==> src/hdl/icmp_echo_responder_assert.svh <==
// Assertion macros for the echo responder RTL.
// Included by the modules that carry concurrent checks; no other dependencies.
`ifndef ICMP_ECHO_RESPONDER_ASSERT_SVH
`define ICMP_ECHO_RESPONDER_ASSERT_SVH

`ifndef SYNTHESIS
`define IECHO_ASSERT(label, clk, rst, prop) \
  label: assert property (@(posedge clk) disable iff (rst) prop) \
    else $error("iecho assertion failed");
`define IECHO_ASSERT_ALWAYS(label, clk, prop) \
  label: assert property (@(posedge clk) prop) \
    else $error("iecho assertion failed");
`else
`define IECHO_ASSERT(label, clk, rst, prop)
`define IECHO_ASSERT_ALWAYS(label, clk, prop)
`endif

`endif

==> src/hdl/iecho_pkg.sv <==
// Shared constants, types and helpers of the ICMP echo responder.
// No dependencies; imported by every module of the block.
package iecho_pkg;

  localparam int MAX_PACKET_BYTES = 1500;
  localparam int IP_HEADER_BYTES  = 20;
  localparam int POS_W            = 11;

  localparam int PROTO_OFFSET     = 9;
  localparam int TYPE_OFFSET      = IP_HEADER_BYTES;
  localparam int CSUM_HI_OFFSET   = IP_HEADER_BYTES + 2;
  localparam int CSUM_LO_OFFSET   = IP_HEADER_BYTES + 3;
  localparam int SEQ_HIGH_OFFSET  = 26;
  localparam int SEQ_LOW_OFFSET   = 27;
  localparam int HOLD_COUNT       = 8;
  localparam int HOLD_IDX_W       = $clog2(HOLD_COUNT);
  localparam int STEP_W           = $clog2(HOLD_COUNT + 2);

  localparam logic [7:0]  PROTO_ICMP     = 8'd1;
  localparam logic [7:0]  TYPE_ECHO_REQ  = 8'd8;
  localparam logic [15:0] MAX_SEQ_RESET  = 16'd100;

  localparam int QUEUE_DEPTH = 8;
  localparam int QPTR_W      = $clog2(QUEUE_DEPTH);
  localparam int QCNT_W      = $clog2(QUEUE_DEPTH + 1);

  typedef enum logic [1:0] {
    KIND_BYTE = 2'd0,
    KIND_CSUM = 2'd1,
    KIND_DROP = 2'd2
  } kind_t;

  // One queued work item: reply bytes (one, or the held burst) and/or packet end.
  typedef struct packed {
    logic                      has_data;
    logic                      burst;
    logic [HOLD_COUNT*8-1:0]   bytes;
    logic                      has_end;
    logic                      accepted;
    logic [15:0]               csum;
  } entry_t;

  // Ones-complement add with end-around carry.
  function automatic logic [15:0] ones_add(input logic [15:0] s, input logic [15:0] w);
    logic [16:0] t;
    t = {1'b0, s} + {1'b0, w};
    return t[16] ? (t[15:0] + 16'd1) : t[15:0];
  endfunction

endpackage

==> src/hdl/iecho_queue.sv <==
// Short entry queue between the classifier and the result sequencer.
// Depends on iecho_pkg and icmp_echo_responder_assert.svh.
`include "icmp_echo_responder_assert.svh"

module iecho_queue
  import iecho_pkg::*;
(
  input  logic   clk,
  input  logic   rst,
  input  logic   push,
  input  entry_t push_entry,
  input  logic   pop,
  output logic   full,
  output logic   empty,
  output entry_t head
);

  entry_t              mem [QUEUE_DEPTH];
  logic [QPTR_W-1:0]   wr_ptr;
  logic [QPTR_W-1:0]   rd_ptr;
  logic [QCNT_W-1:0]   count;

  assign full  = (count == QCNT_W'(QUEUE_DEPTH));
  assign empty = (count == '0);
  assign head  = mem[rd_ptr];

  always_ff @(posedge clk) begin
    if (rst) begin
      wr_ptr <= '0;
      rd_ptr <= '0;
      count  <= '0;
    end else begin
      if (push) wr_ptr <= wr_ptr + 1'b1;
      if (pop)  rd_ptr <= rd_ptr + 1'b1;
      if (push && !pop)      count <= count + 1'b1;
      else if (pop && !push) count <= count - 1'b1;
    end
  end

  always_ff @(posedge clk) begin
    if (push) mem[wr_ptr] <= push_entry;
  end

  `IECHO_ASSERT(a_count_bound, clk, rst, count <= QCNT_W'(QUEUE_DEPTH))
  `IECHO_ASSERT(a_pop_nonempty, clk, rst, pop |-> count != '0)
  `IECHO_ASSERT(a_push_grows, clk, rst, (push && !pop) |=> count == $past(count) + 1'b1)

endmodule

==> src/hdl/iecho_front.sv <==
// Input side: tracks byte position, checks the header, holds the first ICMP
// bytes, keeps the running checksum and queues work entries. Uses iecho_pkg.
module iecho_front
  import iecho_pkg::*;
(
  input  logic        clk,
  input  logic        rst,
  input  logic        s_tvalid,
  output logic        s_tready,
  input  logic [7:0]  s_tdata,    // [7:0] packet_byte
  input  logic        s_tlast,
  input  logic [15:0] max_seq,
  input  logic        q_full,
  output logic        push,
  output entry_t      push_entry
);

  logic [POS_W-1:0] pos;
  logic             proto_ok;
  logic             type_ok;
  logic [7:0]       seq_high;
  logic             accepted;
  logic [15:0]      sum;
  logic [7:0]       pending;
  logic [7:0]       hold [HOLD_COUNT-1];

  logic             accept;
  logic             counted;
  logic             in_icmp;
  logic             decide;
  logic [7:0]       m;
  logic             accepted_next;
  logic [7:0]       pending_next;
  logic [POS_W-1:0] pos_next;
  logic [POS_W-1:0] hold_off;
  logic             word_add;
  logic             pad;
  logic [15:0]      word;
  logic [15:0]      sum_next;

  assign s_tready = !q_full;
  assign accept   = s_tvalid && s_tready;

  always_comb begin
    counted  = pos < POS_W'(MAX_PACKET_BYTES);
    in_icmp  = counted && (pos >= POS_W'(IP_HEADER_BYTES));
    decide   = counted && (pos == POS_W'(SEQ_LOW_OFFSET));
    hold_off = pos - POS_W'(IP_HEADER_BYTES);
    // type and checksum bytes are zeroed in the reply and in its sum
    m = ((pos == POS_W'(TYPE_OFFSET)) || (pos == POS_W'(CSUM_HI_OFFSET)) ||
         (pos == POS_W'(CSUM_LO_OFFSET))) ? 8'h00 : s_tdata;

    accepted_next = accepted;
    if (decide) accepted_next = proto_ok && type_ok && ({seq_high, s_tdata} <= max_seq);

    pending_next = (in_icmp && !pos[0]) ? m : pending;
    pos_next     = counted ? (pos + 1'b1) : pos;
    word_add     = in_icmp && pos[0];
    pad          = s_tlast && pos_next[0];
    word         = word_add ? {pending, m} : {pending_next, 8'h00};
    sum_next     = (word_add || pad) ? ones_add(sum, word) : sum;

    push_entry.has_data = (decide && accepted_next) ||
                          (counted && (pos > POS_W'(SEQ_LOW_OFFSET)) && accepted);
    push_entry.burst    = decide;
    push_entry.bytes    = '0;
    if (decide) begin
      for (int k = 0; k < HOLD_COUNT - 1; k++) push_entry.bytes[k*8 +: 8] = hold[k];
      push_entry.bytes[(HOLD_COUNT-1)*8 +: 8] = m;
    end else begin
      push_entry.bytes[7:0] = s_tdata;
    end
    push_entry.has_end  = s_tlast;
    push_entry.accepted = accepted_next;
    push_entry.csum     = ~sum_next;

    push = accept && (push_entry.has_data || push_entry.has_end);
  end

  always_ff @(posedge clk) begin
    if (rst) begin
      pos      <= '0;
      proto_ok <= 1'b0;
      type_ok  <= 1'b0;
      seq_high <= '0;
      accepted <= 1'b0;
      sum      <= '0;
      pending  <= '0;
    end else if (accept) begin
      if (s_tlast) begin
        pos      <= '0;
        proto_ok <= 1'b0;
        type_ok  <= 1'b0;
        seq_high <= '0;
        accepted <= 1'b0;
        sum      <= '0;
        pending  <= '0;
      end else begin
        pos      <= pos_next;
        accepted <= accepted_next;
        sum      <= sum_next;
        pending  <= pending_next;
        if (counted && (pos == POS_W'(PROTO_OFFSET))) proto_ok <= (s_tdata == PROTO_ICMP);
        if (counted && (pos == POS_W'(TYPE_OFFSET)))  type_ok  <= (s_tdata == TYPE_ECHO_REQ);
        if (counted && (pos == POS_W'(SEQ_HIGH_OFFSET))) seq_high <= s_tdata;
      end
    end
  end

  always_ff @(posedge clk) begin
    if (accept && in_icmp && (pos < POS_W'(SEQ_LOW_OFFSET)))
      hold[hold_off[HOLD_IDX_W-1:0]] <= m;
  end

endmodule

==> src/hdl/iecho_back.sv <==
// Output side: expands queue entries into result items behind a register.
// Uses iecho_pkg.
module iecho_back
  import iecho_pkg::*;
(
  input  logic        clk,
  input  logic        rst,
  input  logic        q_empty,
  input  entry_t      head,
  output logic        pop,
  output logic        m_tvalid,
  input  logic        m_tready,
  output logic [23:0] m_tdata,    // [7:0] reply_byte, [23:8] reply_checksum
  output logic [1:0]  m_tuser,    // [1:0] result_kind
  output logic        m_tlast     // end_of_packet
);

  logic [STEP_W-1:0] step;
  logic [STEP_W-1:0] nbytes;
  logic [STEP_W-1:0] total;
  logic              load;
  logic              emit_byte;
  kind_t             kind;

  always_comb begin
    nbytes    = head.has_data ? (head.burst ? STEP_W'(HOLD_COUNT) : STEP_W'(1)) : '0;
    total     = nbytes + STEP_W'(head.has_end);
    emit_byte = step < nbytes;
    load      = !q_empty && (!m_tvalid || m_tready);
    pop       = load && (step == total - 1'b1);
  end

  always_ff @(posedge clk) begin
    if (rst) begin
      m_tvalid <= 1'b0;
      step     <= '0;
    end else if (load) begin
      m_tvalid <= 1'b1;
      step     <= pop ? '0 : (step + 1'b1);
    end else if (m_tready) begin
      m_tvalid <= 1'b0;
    end
  end

  always_ff @(posedge clk) begin
    if (load) begin
      if (emit_byte) begin
        kind    <= KIND_BYTE;
        m_tdata <= {16'h0000, head.bytes[step[HOLD_IDX_W-1:0]*8 +: 8]};
        m_tlast <= 1'b0;
      end else begin
        kind    <= head.accepted ? KIND_CSUM : KIND_DROP;
        m_tdata <= {(head.accepted ? head.csum : 16'h0000), 8'h00};
        m_tlast <= 1'b1;
      end
    end
  end

  assign m_tuser = kind;

endmodule

==> src/hdl/icmp_echo_responder.sv <==
// ICMP echo responder: one packet byte per cycle in while the queue is not full; a result
// item passes the queue write, then the output register, after the byte that causes it.
// Throughput is one item per cycle per side unless stalled; the eight bytes released at
// ICMP offset 7 leave one per cycle unless stalled; a full 8-entry queue stalls input.
// Synchronous active-high reset clears position, checks, sum, queue and output
// valid; max_seq resets to 100.
module icmp_echo_responder
  import iecho_pkg::*;
(
  input  logic        clk,
  input  logic        rst,
  input  logic        s_tvalid,
  output logic        s_tready,
  input  logic [7:0]  s_tdata,    // [7:0] packet_byte
  input  logic        s_tlast,    // last_byte
  output logic        m_tvalid,
  input  logic        m_tready,
  output logic [23:0] m_tdata,    // [7:0] reply_byte, [23:8] reply_checksum
  output logic [1:0]  m_tuser,    // [1:0] result_kind
  output logic        m_tlast,    // end_of_packet
  input  logic        cfg_we,
  input  logic [15:0] cfg_wdata   // max_seq
);

  logic [15:0] max_seq;
  logic        q_full;
  logic        q_empty;
  logic        push;
  logic        pop;
  entry_t      push_entry;
  entry_t      head;

  always_ff @(posedge clk) begin
    if (rst) max_seq <= MAX_SEQ_RESET;
    else if (cfg_we) max_seq <= cfg_wdata;
  end

  iecho_front u_front (
    .clk        (clk),
    .rst        (rst),
    .s_tvalid   (s_tvalid),
    .s_tready   (s_tready),
    .s_tdata    (s_tdata),
    .s_tlast    (s_tlast),
    .max_seq    (max_seq),
    .q_full     (q_full),
    .push       (push),
    .push_entry (push_entry)
  );

  iecho_queue u_queue (
    .clk        (clk),
    .rst        (rst),
    .push       (push),
    .push_entry (push_entry),
    .pop        (pop),
    .full       (q_full),
    .empty      (q_empty),
    .head       (head)
  );

  iecho_back u_back (
    .clk      (clk),
    .rst      (rst),
    .q_empty  (q_empty),
    .head     (head),
    .pop      (pop),
    .m_tvalid (m_tvalid),
    .m_tready (m_tready),
    .m_tdata  (m_tdata),
    .m_tuser  (m_tuser),
    .m_tlast  (m_tlast)
  );

endmodule
==> config.mk <==
export PLATFORM = sky130hd
export DESIGN_NAME = icmp_echo_responder
export DESIGN_NICKNAME = d
export VERILOG_FILES = /design/src/hdl/iecho_pkg.sv /design/src/hdl/iecho_queue.sv /design/src/hdl/iecho_front.sv /design/src/hdl/iecho_back.sv /design/src/hdl/icmp_echo_responder.sv
export VERILOG_INCLUDE_DIRS = /design/src /design/src/hdl
export SDC_FILE = /design/constraint.sdc
export NUM_CORES = 1
export LEC_CHECK = 0
export BUFFER_PORTS_ARGS = -buffer_cell sky130_fd_sc_hd__buf_2
export CORE_UTILIZATION = 45
export CTS_CLUSTER_SIZE = 14
export DETAILED_ROUTE_END_ITERATION = 10
export MAX_ROUTING_LAYER = met4
export PLACE_DENSITY = 0.71
export SYNTH_ARGS = -nofsm -noshare
export SYNTH_HDL_FRONTEND = slang
export SYNTH_SLANG_ARGS = --single-unit
==> constraint.sdc <==
create_clock -name clk -period 10.8 [get_ports clk]
set_input_delay 2.16 -clock clk [delete_from_list [all_inputs] [get_ports clk]]
set_output_delay 2.16 -clock clk [all_outputs]
set_load 0.02 [all_outputs]
==> results_dict.tcl <==
set metrics [dict create \
    grt_pass1_vias 18130 \
    nets 2018 \
    syn_area_per_cell_um2 18.34 \
    wirelength_um 73710 \
    cts_hold_buf 0 \
    io-pin-count 59 \
    filler_cell_count 5879 \
    pre_cts_slack_ns 4.495 \
    die_area_um2 77050 \
    cts_sinks 835 \
    synth_ff_type "edfxtp_1" \
    synth_area_um2 34180 \
    period_share_pct 55.80 \
    multiInputGateArea_um2 9418 \
    cts_resized 0 \
    dpl.hpwl_um 42920 \
    worstMarginPinSlew_ns 1.175 \
    crit_path_end_kind "flip-flop" \
    io_buffers 58 \
    areaGrowthSynthToFinish_pct 12.17 \
    cts-buffers-inserted 81 \
    syn_inst 1864 \
    fin_ws_ns 4.774 \
    routedWlPerCell_um 24.80 \
    die_y_um 277.6 \
    tritoncts "done" \
    ys_async_sr_fraction_pct 0 \
    setup_viol 0 \
    start_kind "flip-flop" \
    crit_chain "inv_1 -> ha_1 -> o31ai_1 -> nand2_1 -> inv_1 -> nand2_1 -> inv_1 -> ha_1 -> a211oi_4 -> o211ai_1 -> a311o_1 -> a2111oi_4 -> nand4b_4 -> nor4_4 -> xnor2_1 -> mux2i_1" \
    final-seq-area_um2 24290 \
    grt_use_total_pct 19.98 \
    antenna_left 0 \
    ys_warn_count 0 \
    cp.required_ns 11.13 \
    post_cts_buffers 0 \
    rsz0062_at_grt "false" \
    drv_slew 0 \
    cp.arrival_ns 6.36 \
    dr.pass1.iters 5 \
    vias 17510 \
    grt_max_degree 105 \
    clk_pin_slew_ns 0.06 \
    grt-ovfl-total 0 \
    drtIter0Drc 1623 \
    fin_crit_ns 6.026 \
    die_width_um 277.6 \
    fmax_mhz 165.9 \
    p_per_area_nw_per_um2 194.1 \
    clock_latency_ns 0.63 \
    fin_tns_setup_ns 0 \
    synth-edff-count 755 \
    fin_util_pct 51.24 \
    mostFrequentLayoutCells "edfxtp_1, mux4_2, nor2_1, clkbuf_16" \
    crit_fanout 13 \
    diodes 0 \
    crit_slowest_cell "o31ai_1" \
    cp_slowest_stage_delay_ns 0.88 \
    relSlewSlack_pct 21.61 \
    cp_common_cell "inv_1" \
    ys_seq_area_share_pct 71.02 \
    syn_nets 1942 \
    ys_ff_latch 835 \
    status "complete, no violations" \
    drive_gt1_share_pct 23.51 \
    peakVddDrop_v 0.0001256 \
    drc 0 \
    p_leak_nw 12.63 \
    antenna_found_initial 1 \
    worst-path-buf-inv 3 \
    maxCapViolations 0 \
    hold_slack_ns 0.4735 \
    layout_commonest_cell "edfxtp_1" \
    synth.distinct_cells 84 \
    design.core.area_um2 74820 \
    hold_class "reg -> reg" \
    crit_type "reg -> reg" \
    cts.htree.levels 3 \
    start_util_pct 45.68 \
    grt_pass1_wl_um 111700 \
    cts_buffer_depth 3 \
    hold_violations 0 \
    viasPerCell 5.891 \
    skew_ns 0.03688 \
    row_count 100 \
    cts_root_buffer "clkbuf_16" \
    crit_family "compound AO/OA/AOI/OAI gates" \
    gp_congestion 0.8591 \
    power_mw 7.440 \
]
[tightest hold or removal path: stages, from the launching register on]
cell     delay [ns]
dfxtp_1        0.33
nand2_1        0.06
nand2_1        0.04
[routing by layer]
layer	up-vias	part of all wire, %	GRT usage [%]
li1	7630	-	-
met2	602	48	30.87
met3	124	6.9	3.445
met5	-	0	-
met4	0	2.7	6.488
met1	9152	43	27.12
[kinds of logic (layout without fill, tap and decap cells)]
group	Yosys count	after routing	synth area share [%]
muxes	270	270	15.56
buffers and inverters	138	277	1.655
DFF	835	835	71.02
and+or+nand+nor	378	378	5.726
xor gates and xnor gates	31	31	0.7944
AOI/OAI and AO/OA	164	164	3.441
adders and majority gates	48	48	1.801
[where the power goes]
part / internal (mW) / total (mW) / switching, mW / leakage (nW)
Clock: 1.70 / 2.87 / 1.17 / 1.32
Combinational: 0.386 / 0.878 / 0.492 / 3.62
Sequential: 3.63 / 3.69 / 0.0557 / 7.69
[state kept, by name, summed over array words and instances, names as in the netlist, named ones only]
register	flops
max_seq	16
u_back.m_tdata	24
u_back.m_tlast	1
u_back.m_tuser	2
u_back.m_tvalid	1
u_back.step	4
u_front.accepted	1
u_front.hold	56
u_front.pending	8
u_front.pos	11
u_front.proto_ok	1
u_front.seq_high	8
u_front.sum	16
u_front.type_ok	1
u_queue.count	4
u_queue.mem	672
u_queue.rd_ptr	3
u_queue.wr_ptr	3
[worst paths after layout]
path	startpoint	endpoint	slack, ns	depth (start not counted)
max	u_front.pos[0]$_SDFFE_PP0P_	u_queue.mem[0][13]$_DFFE_PP_	4.77	16
max reg2reg	u_front.pos[0]$_SDFFE_PP0P_	u_queue.mem[0][13]$_DFFE_PP_	4.77	16
min reg2reg	u_front.sum[15]$_SDFFE_PP0P_	u_front.sum[15]$_SDFFE_PP0P_	0.47	2
min	u_front.sum[15]$_SDFFE_PP0P_	u_front.sum[15]$_SDFFE_PP0P_	0.47	2
[synth_stat cells, drive strengths merged, types with 3 or more instances]
cell / instances / area share (%)
a21o: 18 / 0.40
nor4: 10 / 0.31
o21a: 3 / 0.066
dfxtp: 80 / 4.7
a2bb2oi: 3 / 0.077
nand4: 12 / 0.22
a22o: 5 / 0.13
mux2i: 52 / 1.5
buf: 37 / 0.54
a21oi: 41 / 0.62
a31oi: 10 / 0.23
nor2: 124 / 1.4
and3: 52 / 0.95
xnor2: 22 / 0.56
or3: 7 / 0.14
nand3b: 3 / 0.066
inv: 42 / 0.46
clkbuf: 59 / 0.65
or2: 4 / 0.073
o211ai: 8 / 0.18
o21ai: 31 / 0.46
edfxtp: 755 / 66
nor3b: 5 / 0.17
a2111oi: 4 / 0.18
nand3: 23 / 0.34
ha: 46 / 1.7
nor2b: 21 / 0.38
and2: 6 / 0.11
nor3: 16 / 0.28
mux4: 208 / 14
mux2: 10 / 0.33
nand2b: 9 / 0.17
nand2: 77 / 0.85
a22oi: 9 / 0.20
a211o: 5 / 0.13
a211oi: 8 / 0.21
xor2: 9 / 0.23
[area by class of cell]
class,count,share of cell area [%]
Clock inverter,44,1.368
Timing Repair Buffer,89,1.430
Inverter,42,0.4112
Tap cell,969,3.163
Clock buffer,102,5.712
Sequential cell,835,63.35
Multi-Input combinational cell,891,24.57
[through the flow]
| step | area, um2 | cells |
|---|---|---|
| after CTS | 38340 | 2972 |
| final | 38340 | 2972 |
| after floorplan | 34180 | 1864 |
| after global placement | 35620 | 2826 |
| after detailed placement | 35620 | 2826 |
| after global routing | 38340 | 2972 |
(Power assumes the default switching activity.)
